## src/sv/pil_pkg.sv

```systemverilog
// Shared definitions for the piecewise linear interpolator.
// Table depth, derived widths, word field codes and sequencer states.
// No dependencies.
package pil_pkg;

  // Breakpoint table depth and derived widths
  localparam int MAX_POINTS = 8;
  localparam int ADDR_W     = (MAX_POINTS > 1) ? $clog2(MAX_POINTS) : 1;
  localparam int CNT_W      = $clog2(MAX_POINTS + 1);

  // Field widths of one breakpoint
  localparam int X_W     = 32;
  localparam int Y_W     = 16;
  localparam int ENTRY_W = X_W + Y_W;

  // Quotient bits: the quotient never exceeds the span of y
  localparam int QUO_W     = 16;
  localparam int DIV_CNT_W = $clog2(QUO_W);

  typedef logic [ADDR_W-1:0]    addr_t;
  typedef logic [CNT_W-1:0]     cnt_t;
  typedef logic [DIV_CNT_W-1:0] div_cnt_t;

  // Action codes of an input word
  localparam logic ACTION_LOAD  = 1'b0;
  localparam logic ACTION_QUERY = 1'b1;

  // Sequencer states
  typedef enum logic [3:0] {
    S_IDLE,
    S_RD_LAST,
    S_RD_FIRST,
    S_CHECK,
    S_SCAN,
    S_MUL,
    S_DIV,
    S_FIN,
    S_DONE
  } state_t;

endpackage

```

## src/sv/pil_if.sv

```systemverilog
// Valid/ready channel interfaces of the piecewise linear interpolator.
// Input words (loads and queries) and result words. No dependencies.
interface pil_in_if;
  logic        valid;
  logic        ready;
  logic        action;
  logic [2:0]  point_index;
  logic [31:0] point_x;
  logic signed [15:0] point_y;
  logic [31:0] query;

  modport source (output valid, action, point_index, point_x, point_y, query,
                  input ready);
  modport sink   (input valid, action, point_index, point_x, point_y, query,
                  output ready);
endinterface

interface pil_out_if;
  logic        valid;
  logic        ready;
  logic signed [15:0] value;
  logic        valid_res;

  modport source (output valid, value, valid_res, input ready);
  modport sink   (input valid, value, valid_res, output ready);
endinterface

```

## src/sv/piecewise_linear_interpolator.sv

```systemverilog
// Piecewise linear interpolator over a table of up to pil_pkg::MAX_POINTS breakpoints,
// each an unsigned 32-bit x and a signed Q3.12 y, held in one small RAM (pil_ram) and
// driven through the valid/ready channels of pil_if with constants from pil_pkg. A load
// word gives no result. A query word is handled by a sequencer around the single RAM
// read port: states that fetch and test the last and first points, a scan over the
// table entries, a 16x32 multiply, a restoring subtractor for the 16-bit quotient of
// the division, then a finish state and a done state that hand the result to the
// output register. An empty table goes straight to the done state and a clamped query
// skips the scan; the done state holds the result while the previous one still waits
// in the output register. The block takes no new word while a query is in progress;
// the output register lets the next word in while a result waits.
module piecewise_linear_interpolator (
  input  logic        clk,
  input  logic        rst,
  input  logic        cfg_wr_en,
  input  logic [3:0]  cfg_wr_data,
  pil_in_if.sink      items,
  pil_out_if.source   results
);

  pil_pkg::state_t state, state_next;

  // Configuration and working registers
  logic [3:0]                     num_points;
  logic [31:0]                    q;
  pil_pkg::cnt_t                  n;
  pil_pkg::addr_t                 idx;
  logic [31:0]                    x_last;
  logic signed [15:0]             y_last;
  logic signed [15:0]             y_first;
  logic [31:0]                    prev_x;
  logic signed [15:0]             prev_y;
  logic [31:0]                    dx;
  logic [31:0]                    dq;
  logic [15:0]                    dy_mag;
  logic                           dy_neg;
  logic [31:0]                    rem;
  logic [15:0]                    qsh;
  pil_pkg::div_cnt_t              div_cnt;
  logic signed [15:0]             res_value;
  logic                           res_valid;
  logic                           out_valid;
  logic signed [15:0]             out_value;
  logic                           out_valid_res;

  // RAM ports
  logic                           ram_we;
  pil_pkg::addr_t                 ram_raddr;
  logic [pil_pkg::ENTRY_W-1:0]    ram_rdata;
  logic [31:0]                    rd_x;
  logic signed [15:0]             rd_y;

  // Handshake and helpers
  logic                           in_fire;
  logic                           query_fire;
  logic                           done_load;
  pil_pkg::cnt_t                  n_sat;
  pil_pkg::cnt_t                  idx_inc;
  logic                           seg_hit;
  logic signed [16:0]             dy;
  logic [47:0]                    prod;
  logic [32:0]                    trial;
  logic                           trial_ge;
  logic signed [17:0]             lerp;

  assign in_fire    = items.valid && items.ready;
  assign query_fire = in_fire && (items.action == pil_pkg::ACTION_QUERY);
  assign ram_we     = in_fire && (items.action == pil_pkg::ACTION_LOAD) &&
                      (int'(items.point_index) < pil_pkg::MAX_POINTS);
  assign done_load  = (state == pil_pkg::S_DONE) && (!out_valid || results.ready);

  assign n_sat   = (int'(num_points) > pil_pkg::MAX_POINTS) ?
                   pil_pkg::cnt_t'(pil_pkg::MAX_POINTS) : pil_pkg::cnt_t'(num_points);
  assign idx_inc = pil_pkg::cnt_t'(idx) + pil_pkg::cnt_t'(1);

  assign rd_x = ram_rdata[pil_pkg::ENTRY_W-1:pil_pkg::Y_W];
  assign rd_y = ram_rdata[pil_pkg::Y_W-1:0];

  // Segment test and slope of the bracketing segment
  assign seg_hit = (q >= prev_x) && (q < rd_x);
  assign dy      = 17'(rd_y) - 17'(prev_y);
  assign prod    = {32'd0, dy_mag} * {16'd0, dq};

  // Restoring subtractor of the division
  assign trial    = {rem, qsh[15]};
  assign trial_ge = trial >= {1'b0, dx};

  assign lerp = dy_neg ? (18'(prev_y) - $signed({2'b00, qsh}))
                       : (18'(prev_y) + $signed({2'b00, qsh}));

  // Breakpoint table: {x, y} per entry
  pil_ram #(
    .WIDTH (pil_pkg::ENTRY_W),
    .DEPTH (pil_pkg::MAX_POINTS)
  ) u_table (
    .clk   (clk),
    .we    (ram_we),
    .waddr (pil_pkg::addr_t'(items.point_index)),
    .wdata ({items.point_x, items.point_y}),
    .raddr (ram_raddr),
    .rdata (ram_rdata)
  );

  // State register
  always_ff @(posedge clk) begin
    if (rst) begin
      state <= pil_pkg::S_IDLE;
    end else begin
      state <= state_next;
    end
  end

  // Next state, read address and input ready
  always_comb begin
    state_next  = state;
    ram_raddr   = '0;
    items.ready = 1'b0;
    unique case (state)
      pil_pkg::S_IDLE: begin
        items.ready = 1'b1;
        if (query_fire) begin
          state_next = (n_sat == '0) ? pil_pkg::S_DONE : pil_pkg::S_RD_LAST;
        end
      end
      pil_pkg::S_RD_LAST: begin
        ram_raddr  = pil_pkg::addr_t'(n - pil_pkg::cnt_t'(1));
        state_next = pil_pkg::S_RD_FIRST;
      end
      pil_pkg::S_RD_FIRST: begin
        ram_raddr  = '0;
        state_next = pil_pkg::S_CHECK;
      end
      pil_pkg::S_CHECK: begin
        ram_raddr = pil_pkg::addr_t'(1);
        if (q <= rd_x || q >= x_last) begin
          state_next = pil_pkg::S_DONE;
        end else begin
          state_next = pil_pkg::S_SCAN;
        end
      end
      pil_pkg::S_SCAN: begin
        ram_raddr = pil_pkg::addr_t'(idx_inc);
        if (seg_hit) begin
          state_next = pil_pkg::S_MUL;
        end else if (idx_inc >= n) begin
          state_next = pil_pkg::S_DONE;
        end
      end
      pil_pkg::S_MUL: begin
        state_next = pil_pkg::S_DIV;
      end
      pil_pkg::S_DIV: begin
        if (div_cnt == pil_pkg::div_cnt_t'(pil_pkg::QUO_W - 1)) begin
          state_next = pil_pkg::S_FIN;
        end
      end
      pil_pkg::S_FIN: begin
        state_next = pil_pkg::S_DONE;
      end
      pil_pkg::S_DONE: begin
        if (done_load) begin
          state_next = pil_pkg::S_IDLE;
        end
      end
      default: begin
        state_next = pil_pkg::S_IDLE;
      end
    endcase
  end

  // Control registers: config and output valid
  always_ff @(posedge clk) begin
    if (rst) begin
      num_points <= '0;
      out_valid  <= 1'b0;
    end else begin
      if (cfg_wr_en) begin
        num_points <= cfg_wr_data;
      end
      if (done_load) begin
        out_valid <= 1'b1;
      end else if (results.ready) begin
        out_valid <= 1'b0;
      end
    end
  end

  // Datapath
  always_ff @(posedge clk) begin
    case (state)
      pil_pkg::S_IDLE: begin
        if (query_fire) begin
          q         <= items.query;
          n         <= n_sat;
          res_value <= '0;
          res_valid <= 1'b0;
        end
      end
      pil_pkg::S_RD_FIRST: begin
        // entry n-1 is on the read port
        x_last <= rd_x;
        y_last <= rd_y;
      end
      pil_pkg::S_CHECK: begin
        // entry 0 is on the read port
        y_first   <= rd_y;
        prev_x    <= rd_x;
        prev_y    <= rd_y;
        idx       <= pil_pkg::addr_t'(1);
        res_valid <= 1'b1;
        if (q <= rd_x) begin
          res_value <= rd_y;
        end else begin
          res_value <= y_last;
        end
      end
      pil_pkg::S_SCAN: begin
        if (seg_hit) begin
          dx     <= rd_x - prev_x;
          dq     <= q - prev_x;
          dy_neg <= dy[16];
          dy_mag <= dy[16] ? 16'(-dy) : dy[15:0];
        end else begin
          prev_x    <= rd_x;
          prev_y    <= rd_y;
          idx       <= pil_pkg::addr_t'(idx_inc);
          res_value <= y_first;
        end
      end
      pil_pkg::S_MUL: begin
        // quotient fits in 16 bits, so the top 32 bits start below dx
        rem     <= prod[47:16];
        qsh     <= prod[15:0];
        div_cnt <= '0;
      end
      pil_pkg::S_DIV: begin
        rem     <= trial_ge ? 32'(trial - {1'b0, dx}) : trial[31:0];
        qsh     <= {qsh[14:0], trial_ge};
        div_cnt <= div_cnt + pil_pkg::div_cnt_t'(1);
      end
      pil_pkg::S_FIN: begin
        res_value <= lerp[15:0];
      end
      pil_pkg::S_DONE: begin
        if (done_load) begin
          out_value     <= res_value;
          out_valid_res <= res_valid;
        end
      end
      default: begin
      end
    endcase
  end

  assign results.valid     = out_valid;
  assign results.value     = out_value;
  assign results.valid_res = out_valid_res;

`ifndef NO_ASSERTIONS
  // Scan index stays inside the table in use
  a_scan_idx: assert property (@(posedge clk) disable iff (rst)
    state == pil_pkg::S_SCAN |-> (idx != '0) && (pil_pkg::cnt_t'(idx) < n))
    else $error("scan index outside the table in use");

  // Partial remainder stays below the divisor
  a_div_rem: assert property (@(posedge clk) disable iff (rst)
    state == pil_pkg::S_DIV |-> rem < dx)
    else $error("division remainder not below divisor");

  // An empty-table result word carries a zero value
  a_empty_zero: assert property (@(posedge clk) disable iff (rst)
    results.valid && !results.valid_res |-> results.value == 16'sd0)
    else $error("empty-table result with non-zero value");

  // No new word while a query is in progress
  a_busy: assert property (@(posedge clk) disable iff (rst)
    state != pil_pkg::S_IDLE |-> !items.ready)
    else $error("input ready during a query");
`endif

endmodule

```

## src/sv/pil_ram.sv

```systemverilog
// Generic single-write, single-read RAM with a registered read port.
// No dependencies.
module pil_ram #(
  parameter int WIDTH = 8,
  parameter int DEPTH = 8
) (
  input  logic                                       clk,
  input  logic                                       we,
  input  logic [((DEPTH > 1) ? $clog2(DEPTH) : 1)-1:0] waddr,
  input  logic [WIDTH-1:0]                           wdata,
  input  logic [((DEPTH > 1) ? $clog2(DEPTH) : 1)-1:0] raddr,
  output logic [WIDTH-1:0]                           rdata
);

  logic [WIDTH-1:0] mem [DEPTH];

  always_ff @(posedge clk) begin
    if (we) begin
      mem[waddr] <= wdata;
    end
    rdata <= mem[raddr];
  end

endmodule

```

## src/flat_wrapper.sv

```systemverilog
// flat-port wrapper written by rule: the top's interface ports become plain ports
module piecewise_linear_interpolator_flat 
  (clk, rst, cfg_wr_en, cfg_wr_data, items_valid, items_action, items_point_index, items_point_x, items_point_y, items_query, items_ready, results_valid, results_value, results_valid_res, results_ready);
  pil_in_if items_i ();
  pil_out_if results_i ();
  input  logic clk;
  input  logic rst;
  input  logic cfg_wr_en;
  input  logic [3:0] cfg_wr_data;
  input wire logic [$bits(items_i.valid)-1:0] items_valid;
  input wire logic [$bits(items_i.action)-1:0] items_action;
  input wire logic [$bits(items_i.point_index)-1:0] items_point_index;
  input wire logic [$bits(items_i.point_x)-1:0] items_point_x;
  input wire logic [$bits(items_i.point_y)-1:0] items_point_y;
  input wire logic [$bits(items_i.query)-1:0] items_query;
  output wire logic [$bits(items_i.ready)-1:0] items_ready;
  output wire logic [$bits(results_i.valid)-1:0] results_valid;
  output wire logic [$bits(results_i.value)-1:0] results_value;
  output wire logic [$bits(results_i.valid_res)-1:0] results_valid_res;
  input wire logic [$bits(results_i.ready)-1:0] results_ready;
  assign items_i.valid = items_valid;
  assign items_i.action = items_action;
  assign items_i.point_index = items_point_index;
  assign items_i.point_x = items_point_x;
  assign items_i.point_y = items_point_y;
  assign items_i.query = items_query;
  assign items_ready = items_i.ready;
  assign results_valid = results_i.valid;
  assign results_value = results_i.value;
  assign results_valid_res = results_i.valid_res;
  assign results_i.ready = results_ready;
  piecewise_linear_interpolator u_core (.clk(clk), .rst(rst), .cfg_wr_en(cfg_wr_en), .cfg_wr_data(cfg_wr_data), .items(items_i), .results(results_i));
endmodule
```

## config.mk

```make
export PLATFORM = sky130hd
export DESIGN_NAME = piecewise_linear_interpolator_flat
export DESIGN_NICKNAME = d
export VERILOG_FILES = /design/src/sv/pil_pkg.sv /design/src/sv/pil_if.sv /design/src/sv/piecewise_linear_interpolator.sv /design/src/sv/pil_ram.sv /design/src/flat_wrapper.sv
export SDC_FILE = /design/constraint.sdc
export NUM_CORES = 2
export LEC_CHECK = 0
export ABC_CLOCK_PERIOD_IN_PS = 16800
export BUFFER_PORTS_ARGS = -buffer_cell sky130_fd_sc_hd__buf_4
export CORE_MARGIN = 3
export CORE_UTILIZATION = 45
export DETAILED_ROUTE_END_ITERATION = 12
export PLACE_DENSITY_LB_ADDON = 0.08
export SKIP_CTS_REPAIR_TIMING = 1
export SYNTH_ARGS = -nofsm -noshare
export SYNTH_HDL_FRONTEND = slang
export SYNTH_SLANG_ARGS = --single-unit
export TNS_END_PERCENT = 1
```

## constraint.sdc

```tcl
create_clock -name clk -period 16.8 [get_ports clk]
set_clock_uncertainty 0.2 [all_clocks]
set_input_delay 3.36 -clock clk [delete_from_list [all_inputs] [get_ports clk]]
set_output_delay 3.36 -clock clk [all_outputs]
set_load 0.02 [all_outputs]
```

# --- Word-level counts from Yosys, hierarchy flattened ---
# Memory sizes are Yosys's and may differ from the RTL's. A register that Yosys moved wholly into a read port is not among the register bits.
# Index checks and enable logic that the tools add are counted.
word_totals:
  register_bits: 327
  mem_bits_rw: 384
  elab_cells: 111
  memories: 1
classes:
  addsub: 10
  multipliers: 1
  n_lt_le_gt_ge: 7
  eq_ne: 14
  muxes: 33
  n_bitwise: 1
  n_reduce_logical: 22
mem_list:
  columns: ["memory", "depth", "width", "rd", "rd_clocked_by_memory_dff", "write_ports", "line_no", "rtl"]
  rows:
  - ["u_core.u_table.mem", 8, 48, 1, 1, 1, "pil_ram.sv:15", "logic [WIDTH-1:0] mem [DEPTH];"]
op_table:
  columns: ["op", "count"]
  rows:
  - ["32-bit case mux with 2 select lines", 2]
  - ["16-bit two-way mux", 6]
  - ["32-bit subtractor", 3]
  - ["32-bit >= comparator", 2]
  - ["32-bit two-way mux", 2]
  - ["16-bit case mux with 2 select lines", 2]
  - ["16-bit case mux with 4 select lines", 1]
  - ["16-bit by 32-bit multiplier with 48-bit output", 1]
  - ["4-bit case mux with 9 select lines", 1]
  - ["33-bit by 32-bit >= comparator with 1-bit output", 1]
  - ["32-bit <= comparator", 1]
  - ["32-bit < comparator", 1]
  - ["4-bit two-way mux", 8]
  - ["16-bit by 16-bit subtractor with 17-bit output", 1]
  - ["16-bit adder", 1]
  - ["4-bit by 3-bit == test with 1-bit output (second input constant)", 4]
  - ["16-bit negator", 1]
  - ["16-bit subtractor", 1]
  - ["2-bit AND reduction", 5]
  - ["3-bit case mux with 3 select lines", 1]
  - ["4-bit by 2-bit == test with 1-bit output (second input constant)", 2]
  - ["4-bit == test (second input constant)", 2]
  - ["4-bit zero test", 2]
  - ["4-bit case mux with 2 select lines", 1]
  - ["21 further kinds", 36]

# --- Longest topological paths before layout ---
logic_depth:
  word_depth: 6
  mapped_depth: 25
  mapped_depth_nobuf: 24

# --- Cells and area by module ---
# From an unflattened synthesis, not the netlist that was laid out.
hier_totals:
  hier_cells: 4317
  hier_area_um2: 51658.3
by_module_without_submodules:
  columns: ["module", "instances", "cells_each", "area_per_inst_um2"]
  rows:
  - ["piecewise_linear_interpolator", 1, 3701, 36038.3]
  - ["pil_ram", 1, 616, 15620.0]

# --- Worst setup path after synthesis ---
# No wires, ideal clock.
synth_path:
  path_type: "reg2reg"
  from: "register u_core.prev_x[0]"
  to: "register u_core.state[2]"
  setup_ns: 0.093
  arrival_ns: 10.652
  path_slack_ns: 5.855
  path_stages_with_launch: 12
  n_path_buf: 0
  synth_period_minus_slack_ns: 10.945
  cell_sequence: "edfxtp_1 > ha_1 > fa_1 > nor2b_1 > o31ai_1 > a21oi_1 > o21ai_1 > a21oi_1 > o21ai_0 > a21o_1 > nor4_1 > o41a_1"
synth_via:
  elab_chain_cells: 4
  elab_cells_between_ends: 6
synth_rtl:
  columns: ["item", "line_no", "rtl"]
  rows:
  - ["from (decl)", "piecewise_linear_interpolator.sv:31", "logic [31:0] prev_x;"]
  - ["from (signal assigned)", "piecewise_linear_interpolator.sv:207", "prev_x <= rd_x;"]
  - ["from (signal assigned)", "piecewise_linear_interpolator.sv:224", "prev_x <= rd_x;"]
  - ["32-bit >= comparator (*)", "piecewise_linear_interpolator.sv:80", "assign seg_hit = (q >= prev_x) && (q < rd_x);"]
  - ["1-bit logical AND (*)", "piecewise_linear_interpolator.sv:80", null]
  - ["4-bit two-way mux or 3-bit by 1-bit != test with 1-bit output (tied branches)", null, null]
  - ["4-bit case mux with 9 select lines or 4-bit AND reduction (tied branches)", null, null]
  - ["to (signal assigned)", "piecewise_linear_interpolator.sv:107", "state <= pil_pkg::S_IDLE;"]
  - ["to (signal assigned)", "piecewise_linear_interpolator.sv:109", "state <= state_next;"]
  - ["to (decl)", "piecewise_linear_interpolator.sv:21", "pil_pkg::state_t state, state_next;"]
# Every way passes the cells marked *; elsewhere a longest branch is shown, timed or not.
# A chain may end at the register's enable or synchronous reset.

# --- Worst setup path after layout ---
layout_path:
  from: "register u_core.dy_mag[15]"
  to: "register u_core.rem[30] (data pin)"
layout_via:
  elab_chain_cells: 2
layout_rtl:
  columns: ["item", "line_no", "rtl"]
  rows:
  - ["from (decl)", "piecewise_linear_interpolator.sv:35", "logic [15:0] dy_mag;"]
  - ["from (signal assigned)", "piecewise_linear_interpolator.sv:222", "dy_mag <= dy[16] ? 16'(-dy) : dy[15:0];"]
  - ["16-bit by 32-bit multiplier with 48-bit output", "piecewise_linear_interpolator.sv:82", "assign prod = {32'd0, dy_mag} * {16'd0, dq};"]
  - ["32-bit case mux with 2 select lines", "piecewise_linear_interpolator.sv:190", "case (state)"]
  - ["to (signal assigned)", "piecewise_linear_interpolator.sv:232", "rem <= prod[47:16];"]
  - ["to (signal assigned)", "piecewise_linear_interpolator.sv:237", "rem <= trial_ge ? 32'(trial - {1'b0, dx}) : trial[31:0];"]
  - ["to (decl)", "piecewise_linear_interpolator.sv:37", "logic [31:0] rem;"]
# No other way between the ends.

==> metrics.md <==
| Metric | Value |
|---|---|
| Status | `complete, no violations` |
| Worst hold stages | `0` |
| Post-layout min period | `7.85 ns` |
| Final period util | `46.7%` |
| Placeable core area | `113000 µm²` |
| Area delta synth->final | `10.2%` |
| Pwr/cell area | `96.0 nW/µm²` |
| I/O pin count | `112` |
| CTS Buf Count | `80` |
| Largest family of logic cells by synthesized area | `adder cells` |
| Post-synthesis compound-gate area fraction | `7.90%` |
| Max-cap violations | `0` |
| Filler cell count | `10.1k` |
| GR Overflow Total | `0` |
| Synth Warn # | `0` |
| Ranking of synthesized cells by area | `edfxtp_1 (41%), fa_1 (17%), ha_1 (7.8%)` |
| Iter 0 DRT Violations | `1927` |
| Multi-input gate area | `26200 µm²` |
| Antenna Cells | `0` |
| Vias per cell | `5.26` |
| HP Class | `register to register` |
| First-pass GRT wire length | `192000 µm` |
| Netlist cell types | `85` |
| Max Clk Rate | `0.127 GHz` |
| Post-synthesis mux area share | `5.92%` |
| Main synth FF type | `edfxtp_1` |
| Most frequent cell after synthesis | `edfxtp_1` |
| Die Ht | `344 µm` |
| CP arrival | `7.99 ns` |
| Final Hold Vio Count | `0` |
| RD Place Congestion | `0.841` |
| Die area | `118000 µm²` |
| Worst reg2reg path depth | `20` |
| Worst setup EP type | `register` |
| Post-synth EDFFs | `702` |
| CP max FO | `32` |
| Xor and xnor fraction of the mapped netlist area | `3.04%` |
| DP HPWL | `85800 µm` |
| Share of cells above drive strength 1 | `10.6%` |
| Clock sink count | `759` |
| Synth Register Bits | `759` |
| RSZ-0062 raised after global routing | `false` |
| Pins Over Slew Limit | `0` |
| Async SR Flop Fraction | `0%` |
| Synth Area in Simple Gates | `9.76%` |
| Critical Path RT | `16.93 ns` |
| Residual DRC | `0` |
| DR WL/cell | `20.3 µm` |
| Drt total wl | `120000 µm` |
| TNS Setup | `0 ns` |
| CTS tree | `yes` |
| CP Launch Type | `register` |
| CTS Root Buffer Type | `clkbuf_16` |
| Static leakage | `0.0234 µW` |
| Syn_nets | `5122` |
| Vias in the first global route | `32.7k` |
| Synth top area share | `41.1%` |
| Cell Rows | `123` |
| Post-Synthesis Cell Area | `51300 µm²` |
| Placed Instance Area | `53800 µm²` |
| Register area | `22200 µm²` |
| Placed cells | `5786` |
| Sequential area share after synthesis | `43.3%` |
| Worst slew pin tran | `1.23 ns` |
| Pre-antenna DRT Iters | `7` |
| Worst slew margin | `17.9%` |
| Die X | `344 µm` |
| Pin count of the biggest net entering global routing | `72` |
| Post-Syn Instances | `4287` |
| Commonest cells in the netlist | `edfxtp_1 (702), inv_1 (627), fa_1 (423)` |
| ANT nets after route | `0` |
| Non-Filler Instances | `5935` |
| Port bufs | `111` |
| Worst skew pair latency | `0.63 ns` |
| Crit path kind | `register to register` |
| Setup-failing EPs final | `0` |
| Nets | `5203` |
| Initial Util | `45.5%` |
| Post-route cell area | `56600 µm²` |
| Worst-path clk slew | `0.06 ns` |
| DR vias | `31.2k` |
| Max rail drop VDD | `0.0844 mV` |
| Clk buf depth | `3` |
| Initial antenna violation count | `2` |
| Synth area leader | `edfxtp_1` |
| Post-synthesis adder-cell area fraction | `24.3%` |
| H-tree depth | `3` |
| Overall Global Routing Usage | `21.1%` |
| Syn_area_per_cell | `12.0 µm²` |
## power breakdown
part / switching, µW / internal (µW) / leakage (µW)
Clock: 740 / 1080 / 0.00133
Combinational: 711 / 539 / 0.0152
Sequential: 96.7 / 2260 / 0.00683
## per-layer routing
layer,track usage [%],up-vias,part of all wire (%)
met5,0,-,0.017
met4,4.42,2,1.7
met3,2.71,134,4.4
met2,34.1,602,47
met1,30.6,15600,47
li1,-,14900,-
## through the flow
step	setup slack [ns]	hold WS [ns]	utilization (%)	total power, µW
global route	8.53	0.227	50.1	5730
global placement	9.06	0.208	47.7	3650
CTS	8.95	0.218	50.1	5500
floorplan	5.85	0.200	-	3280
finish	8.95	0.218	50.1	5430
detailed placement	8.98	0.207	47.7	3660
## registers in the layout (all words and copies together) (netlist names), 32 cells and up
signal,flops
u_core.u_table.mem,384
u_core.u_table.rdata,48
u_core.dq,32
u_core.dx,32
u_core.prev_x,32
u_core.q,32
u_core.rem,32
u_core.x_last,32
## area by class of cell
type	count	area share, %
clock buffers	107	3.94
clock inverters	42	0.887
inverters	627	4.16
multi-input cells	2747	46.4
flip-flops and latches	759	39.3
well taps	1500	3.32
repair buffers	153	2.03
## critical path, cell delays in order, from the launching register on
cell,delay [ns]
edfxtp_1,1.15
and2_1,0.28
fa_1,0.44
fa_1,0.52
fa_1,0.55
fa_1,0.53
fa_1,0.60
inv_1,0.07
fa_1,0.53
inv_1,0.05
ha_1,0.39
a21o_1,0.22
a21o_1,0.17
a21o_1,0.20
a2bb2oi_1,0.28
o211ai_4,0.17
a2111oi_4,0.47
o21ai_2,0.18
a221oi_2,0.28
xor2_1,0.18
a21oi_1,0.08
## logic make-up after synthesis
group | after synthesis
and+or+nand+nor | 1035
buffers and inverters | 781
DFF | 759
adders and majority gates | 742
AOI/OAI and AO/OA | 615
xor gates and xnor gates | 178
muxes | 177
## cell usage in the layout, fill, tap and decap left out, types with 28 or more instances in the layout
cell type  Yosys  final
buf_4          5    153
a211oi_1      30     30
mux2_2        53     53
edfxtp_1     702    702
nor3_1        43     38
ha_1         319    319
nor2b_1       34     34
a21o_1        87     86
clkbuf_16      0     83
nand2_1      415    412
mux4_2        96     96
mux2i_1       28     28
xnor2_1      117    117
fa_1         423    423
nand4_1       32     32
xor2_1        61     61
nand2b_1      30     30
o21ai_0       97     97
inv_1        627    626
a21oi_1      202    202
nand3_1       41     41
dfxtp_1       57     57
and2_1       218    218
nor2_1       152    144
## final timing paths
check,start,endpoint,slack (ns)
setup reg to reg,u_core.dy_mag[15]$_DFFE_PP_,u_core.rem[30]$_DFFE_PN_,8.95
setup / recovery,u_core.dy_mag[15]$_DFFE_PP_,u_core.rem[30]$_DFFE_PN_,8.95
hold reg to reg,u_core.res_value[15]$_DFFE_PP_,u_core.results.value[15]$_DFFE_PP_,0.22
hold / removal,u_core.res_value[15]$_DFFE_PP_,u_core.results.value[15]$_DFFE_PP_,0.22
Power figures use the tool's default switching activity.
